$ cat src/design/boolean_query_score_accumulator_defines.svh
// Assertion macros for the boolean query score accumulator.
// No dependencies; taken in by `include in the modules that assert.
`ifndef BOOLEAN_QUERY_SCORE_ACCUMULATOR_DEFINES_SVH
`define BOOLEAN_QUERY_SCORE_ACCUMULATOR_DEFINES_SVH

// property checked on every rising edge outside reset
`define BQSA_ASSERT(lbl, ck, rn, prop) \
	lbl: assert property (@(posedge ck) disable iff (!rn) (prop)) \
		else $error("bqsa assertion failed");

// condition that must never hold outside reset
`define BQSA_NEVER(lbl, ck, rn, cond) \
	`BQSA_ASSERT(lbl, ck, rn, !(cond))

`endif

$ cat src/design/bqsa_pkg.sv
// Package of the boolean query score accumulator: commands, queue item,
// back-end state type and the saturating add. No dependencies.
package bqsa_pkg;

	localparam logic [2:0] CMD_OR_POST  = 3'd0;
	localparam logic [2:0] CMD_AND_POST = 3'd1;
	localparam logic [2:0] CMD_MERGE    = 3'd2;
	localparam logic [2:0] CMD_READ     = 3'd3;
	localparam logic [2:0] CMD_CLEAR    = 3'd4;

	localparam logic [9:0] MAX_DOC_RST = 10'd1023;

	localparam int QDEPTH = 4;
	localparam int QAW    = 2;

	typedef enum logic [2:0] {
		OP_OR,
		OP_AND,
		OP_MERGE,
		OP_READ,
		OP_CLEAR
	} op_t;

	typedef enum logic [2:0] {
		ST_INIT,
		ST_IDLE,
		ST_POST,
		ST_READ,
		ST_MERGE,
		ST_DRAIN,
		ST_CLEAR
	} state_t;

	typedef struct packed {
		op_t         op;
		logic [9:0]  doc;
		logic [15:0] freq;
		logic        in_range;
	} q_item_t;

	typedef struct packed {
		logic full;
		logic empty;
	} q_stat_t;

	function automatic logic [31:0] sat_add(input logic [31:0] a, input logic [31:0] b);
		logic [32:0] s;
		s = {1'b0, a} + {1'b0, b};
		return s[32] ? 32'hFFFF_FFFF : s[31:0];
	endfunction

endpackage

$ cat src/design/bqsa_fifo.sv
// Short item queue between front and back end.
// Depends on bqsa_pkg (q_item_t, q_stat_t, QDEPTH).
module bqsa_fifo import bqsa_pkg::*; (
	input  logic    clk,
	input  logic    arst_n,
	input  logic    push,
	input  q_item_t push_item,
	input  logic    pop,
	output q_item_t head,
	output q_stat_t stat
);

	q_item_t        mem_q [QDEPTH];
	logic [QAW-1:0] wr_ptr_q;
	logic [QAW-1:0] rd_ptr_q;
	logic [QAW:0]   cnt_q;

	always_ff @(posedge clk) begin
		if (push) begin
			mem_q[wr_ptr_q] <= push_item;
		end
	end

	always_ff @(posedge clk or negedge arst_n) begin
		if (!arst_n) begin
			wr_ptr_q <= '0;
			rd_ptr_q <= '0;
			cnt_q    <= '0;
		end else begin
			if (push) wr_ptr_q <= wr_ptr_q + 1'b1;
			if (pop)  rd_ptr_q <= rd_ptr_q + 1'b1;
			case ({push, pop})
				2'b10:   cnt_q <= cnt_q + 1'b1;
				2'b01:   cnt_q <= cnt_q - 1'b1;
				default: cnt_q <= cnt_q;
			endcase
		end
	end

	assign head       = mem_q[rd_ptr_q];
	assign stat.full  = (cnt_q == (QAW + 1)'(QDEPTH));
	assign stat.empty = (cnt_q == '0);

endmodule

$ cat config.mk
export PLATFORM = sky130hd
export DESIGN_NAME = bqsa_fifo
export DESIGN_NICKNAME = d
export VERILOG_FILES = /design/src/design/boolean_query_score_accumulator_defines.svh /design/src/design/bqsa_pkg.sv /design/src/design/bqsa_fifo.sv
export SDC_FILE = /design/constraint.sdc
export NUM_CORES = 1
export LEC_CHECK = 0
export ABC_AREA = 1
export BUFFER_PORTS_ARGS = -buffer_cell sky130_fd_sc_hd__buf_2
export CORE_MARGIN = 2
export CORE_UTILIZATION = 50
export CTS_BUF_LIST = sky130_fd_sc_hd__clkbuf_16
export CTS_CLUSTER_SIZE = 12
export DETAILED_ROUTE_END_ITERATION = 16
export PLACE_DENSITY_LB_ADDON = 0.3
export SLEW_MARGIN = 10
export SYNTH_ARGS = -nofsm -noshare
export SYNTH_HDL_FRONTEND = slang
export SYNTH_SLANG_ARGS = --single-unit
$ cat constraint.sdc
create_clock -name clk -period 3 [get_ports clk]
set_input_delay 0.15 -clock clk [delete_from_list [all_inputs] [get_ports clk]]
set_output_delay 0.15 -clock clk [all_outputs]
set_load 0.02 [all_outputs]
==> flow_summary.ini <==
[setup_path]
timing.rr.end = mem_q[0][26]
crit_path_top_delay_cell = dfrtp_4
ff2ff_setup_slack_ns = 1.23
required_ns = 2.85
startpoint_type = flop
critPathBufInv = 2
worst-r2r-cell-count = 5
crit_chain = buf_4, nand2_1, o211ai_1, nand2_1, buf_2
cpPeakStageDelay_ns = 0.92
crit_type = flop to output port
cp_common_cell = nand2_1
cp-end-kind = output port
critPathMaxFanout = 79
worst_ep_arrival_time_ns = 2.15
path_delay_family = flip-flops
timing.rr.start = wr_ptr_q[0]

[worst_hold_path]
whs_endpoint = wr_ptr_q[0]
hold_path_depth = 2
hold_path_startpoint = push
hold_class = input port to flop

[power_and_ir_drop]
leakagePower_nw = 2.73
p_sw_share_pct = 34.8
power_per_cell_area_nw_per_um2 = 1010
combinationalPowerShare_pct = 31.5
pwr-share-seq_pct = 39.2
finalPower_w = 0.00661
p_int_w = 0.00430
power_frac_clock_pct = 29.2
p_sw_w = 0.00230
ir_worst_vdd_mv = 0.446

[synth]
ys_ff_latch = 127
syn_inst = 399
syn_area_per_cell_um2 = 13.2
synthDistinctLibCells = 19
yosysSeqAreaShare_pct = 71.9
ys_warn_count = 0
synth_nets = 439
syn_area_um2 = 5250

[floorplanning]
rows = 37
die_y_um = 107
io_pins = 66
core_um2 = 10300
die_w_um = 107
initial_utilization_pct = 51.1
dieArea_um2 = 11300

[clocking]
cts_inserted_buffers = 17
post_cts_buffers = 0
cts.clk_slew.worst_paths_ns = 0.05
cts.sinks = 127
worst_skew_pair.late_latency_ns = 0.40
clk_path_buf_depth = 2
ctsRootBufferMaster = clkbuf_16
tritoncts = built
htree_levels = 4

[grt]
grt_pass1_vias = 3116
grt_pass1_wl_um = 15300
grt_overflow = 0
grtUsageTotal_pct = 18.1
grt_antenna_before_repair = 0
grt_max_degree = 80

[sta]
slew_headroom_pct = 48.1
hold_viol = 0
skew_ns = 0.00508
final-max-slew-violation-count = 0
tightest_slew_ns = 0.778
fmax_mhz = 434
period_minus_slack_ns = 2.30
period_share_pct = 76.8
rsz0062_at_grt = no
holdWs_ns = 0.0643
finalSetupTns_ns = 0
setup_viol = 0

[place]
placed_cell_area_um2 = 5630
dp_hpwl_um = 5350
gp_congestion = 0.743
portBuffers = 65

[final_layout]
diodes = 0
syn_to_final_growth_pct = 24.0
drive_above_1_share_pct = 21.1
final_area_um2 = 6510
nNetsFinal = 539

[drt]
avgRoutedWirePerCell_um = 14.5
drtPass1Iterations = 5
wl_um = 9400
ant_nets = 0
routed_via_density = 4.89
num_vias = 3169
route.detailed.drc = 0
initialDrtViolationCount = 152

[flow_run]
maxCapViolCount = 0

[outcome]
status = finished clean
-- layout by cell type (no fill, tap or decap) --
master         instances
edfxtp_1             120
nand2_1              101
inv_1                 77
buf_2                 65
o211ai_1              49
dlygate4sd3_1         32
clkbuf_16             17
o211ai_2              11
dfrtp_1                6
ha_1                   5
buf_4                  5
inv_2                  3
xor2_1                 3
clkinv_1               3
bufinv_16              3
nor3_1                 2
clkinv_2               2
o21ai_0                1
xnor2_1                1
o21ai_1                1
nand3_1                1
nand4_1                1
fa_1                   1
clkinvlp_4             1
dfrtp_4                1
-- cell usage after synthesis, drive strengths merged --
cell type | n | share of area [%]
buf | 18 | 2.9
clkbuf | 3 | 0.21
dfrtp | 7 | 3.3
edfxtp | 120 | 69
fa | 1 | 0.38
ha | 5 | 1.2
inv | 74 | 5.3
nand2 | 101 | 7.2
nand3 | 1 | 0.095
nand4 | 1 | 0.12
nor3 | 2 | 0.19
o211ai | 60 | 9.6
o21ai | 2 | 0.19
xnor2 | 1 | 0.17
xor2 | 3 | 0.50
-- through the flow --
stage	util (%)	setup WS (ns)	instances
floorplan	-	1.36	399
global placement	54.7	1.15	584
detailed placement	54.7	1.11	584
CTS	63.4	0.674	648
global route	63.4	0.523	648
finish	63.4	0.696	648
-- how the worst max path moves through the flow --
stage / start / end / cells after the start
5_1_grt: rd_ptr_q[0] / head[25] / 5
2_1_floorplan: wr_ptr_q[0] / mem_q[0][0] / 4
4_1_cts: rd_ptr_q[0] / head[29] / 5
3_5_place_dp: rd_ptr_q[0] / head[21] / 5
3_3_place_gp: rd_ptr_q[0] / head[29] / 5
6_report: rd_ptr_q[0] / head[29] / 5
-- power groups by stage --
stage	combinational [W]	clock [W]	sequential [W]
after floorplan	0.00170	0	0.00245
after global placement	0.00203	0	0.00261
after detailed placement	0.00207	0	0.00263
after CTS	0.00212	0.00197	0.00260
after global routing	0.00232	0.00204	0.00264
final	0.00208	0.00193	0.00259
-- cell type report --
type                            count  area (um2)
Tap cell                          136         170
Clock buffer                       17         425
Fill cell                         760        3760
Multi-Input combinational cell    177        1030
Sequential cell                   127        3780
Inverter                           74         278
Timing Repair Buffer              102         683
Clock inverter                     15         141
-- metal layers --
metal | track usage, % | routed length [um] | vias up
met3 | 6.25 | 552 | 10
li1 | - | - | 1566
met5 | 0 | 0 | -
met2 | 29.6 | 4640 | 94
met4 | 6.96 | 140 | 0
met1 | 22.4 | 4070 | 1499
-- kinds of logic after synthesis --
kind of cell,synth area share (%)
DFF,71.9
and+or+nand+nor,7.62
buffers and inverters,8.41
AOI/OAI and AO/OA,9.81
adders and majority gates,1.57
xor gates and xnor gates,0.667
-- worst register-to-register path, delay by kind of cell (launching register included) --
family,cells,cell delay (ns)
and+or+nand+nor,1,0.04
DFF,1,0.42
adders and majority gates,1,0.14
buffers and inverters,3,0.83
-- state kept, by name, indices dropped and copies added (netlist names) --
name and flops:
cnt_q 3, mem_q 120, rd_ptr_q 2, wr_ptr_q 2
-- what timing repair did --
| action | 4_1_cts | 5_1_grt |
|---|---|---|
| hold endpoints to repair | 128 | 0 |
| endpoints found under the setup margin | 0 | 0 |
| hold buffers | 32 | 0 |
| resized for setup | 0 | 0 |
No activity file was read; power rests on OpenSTA's default activity.
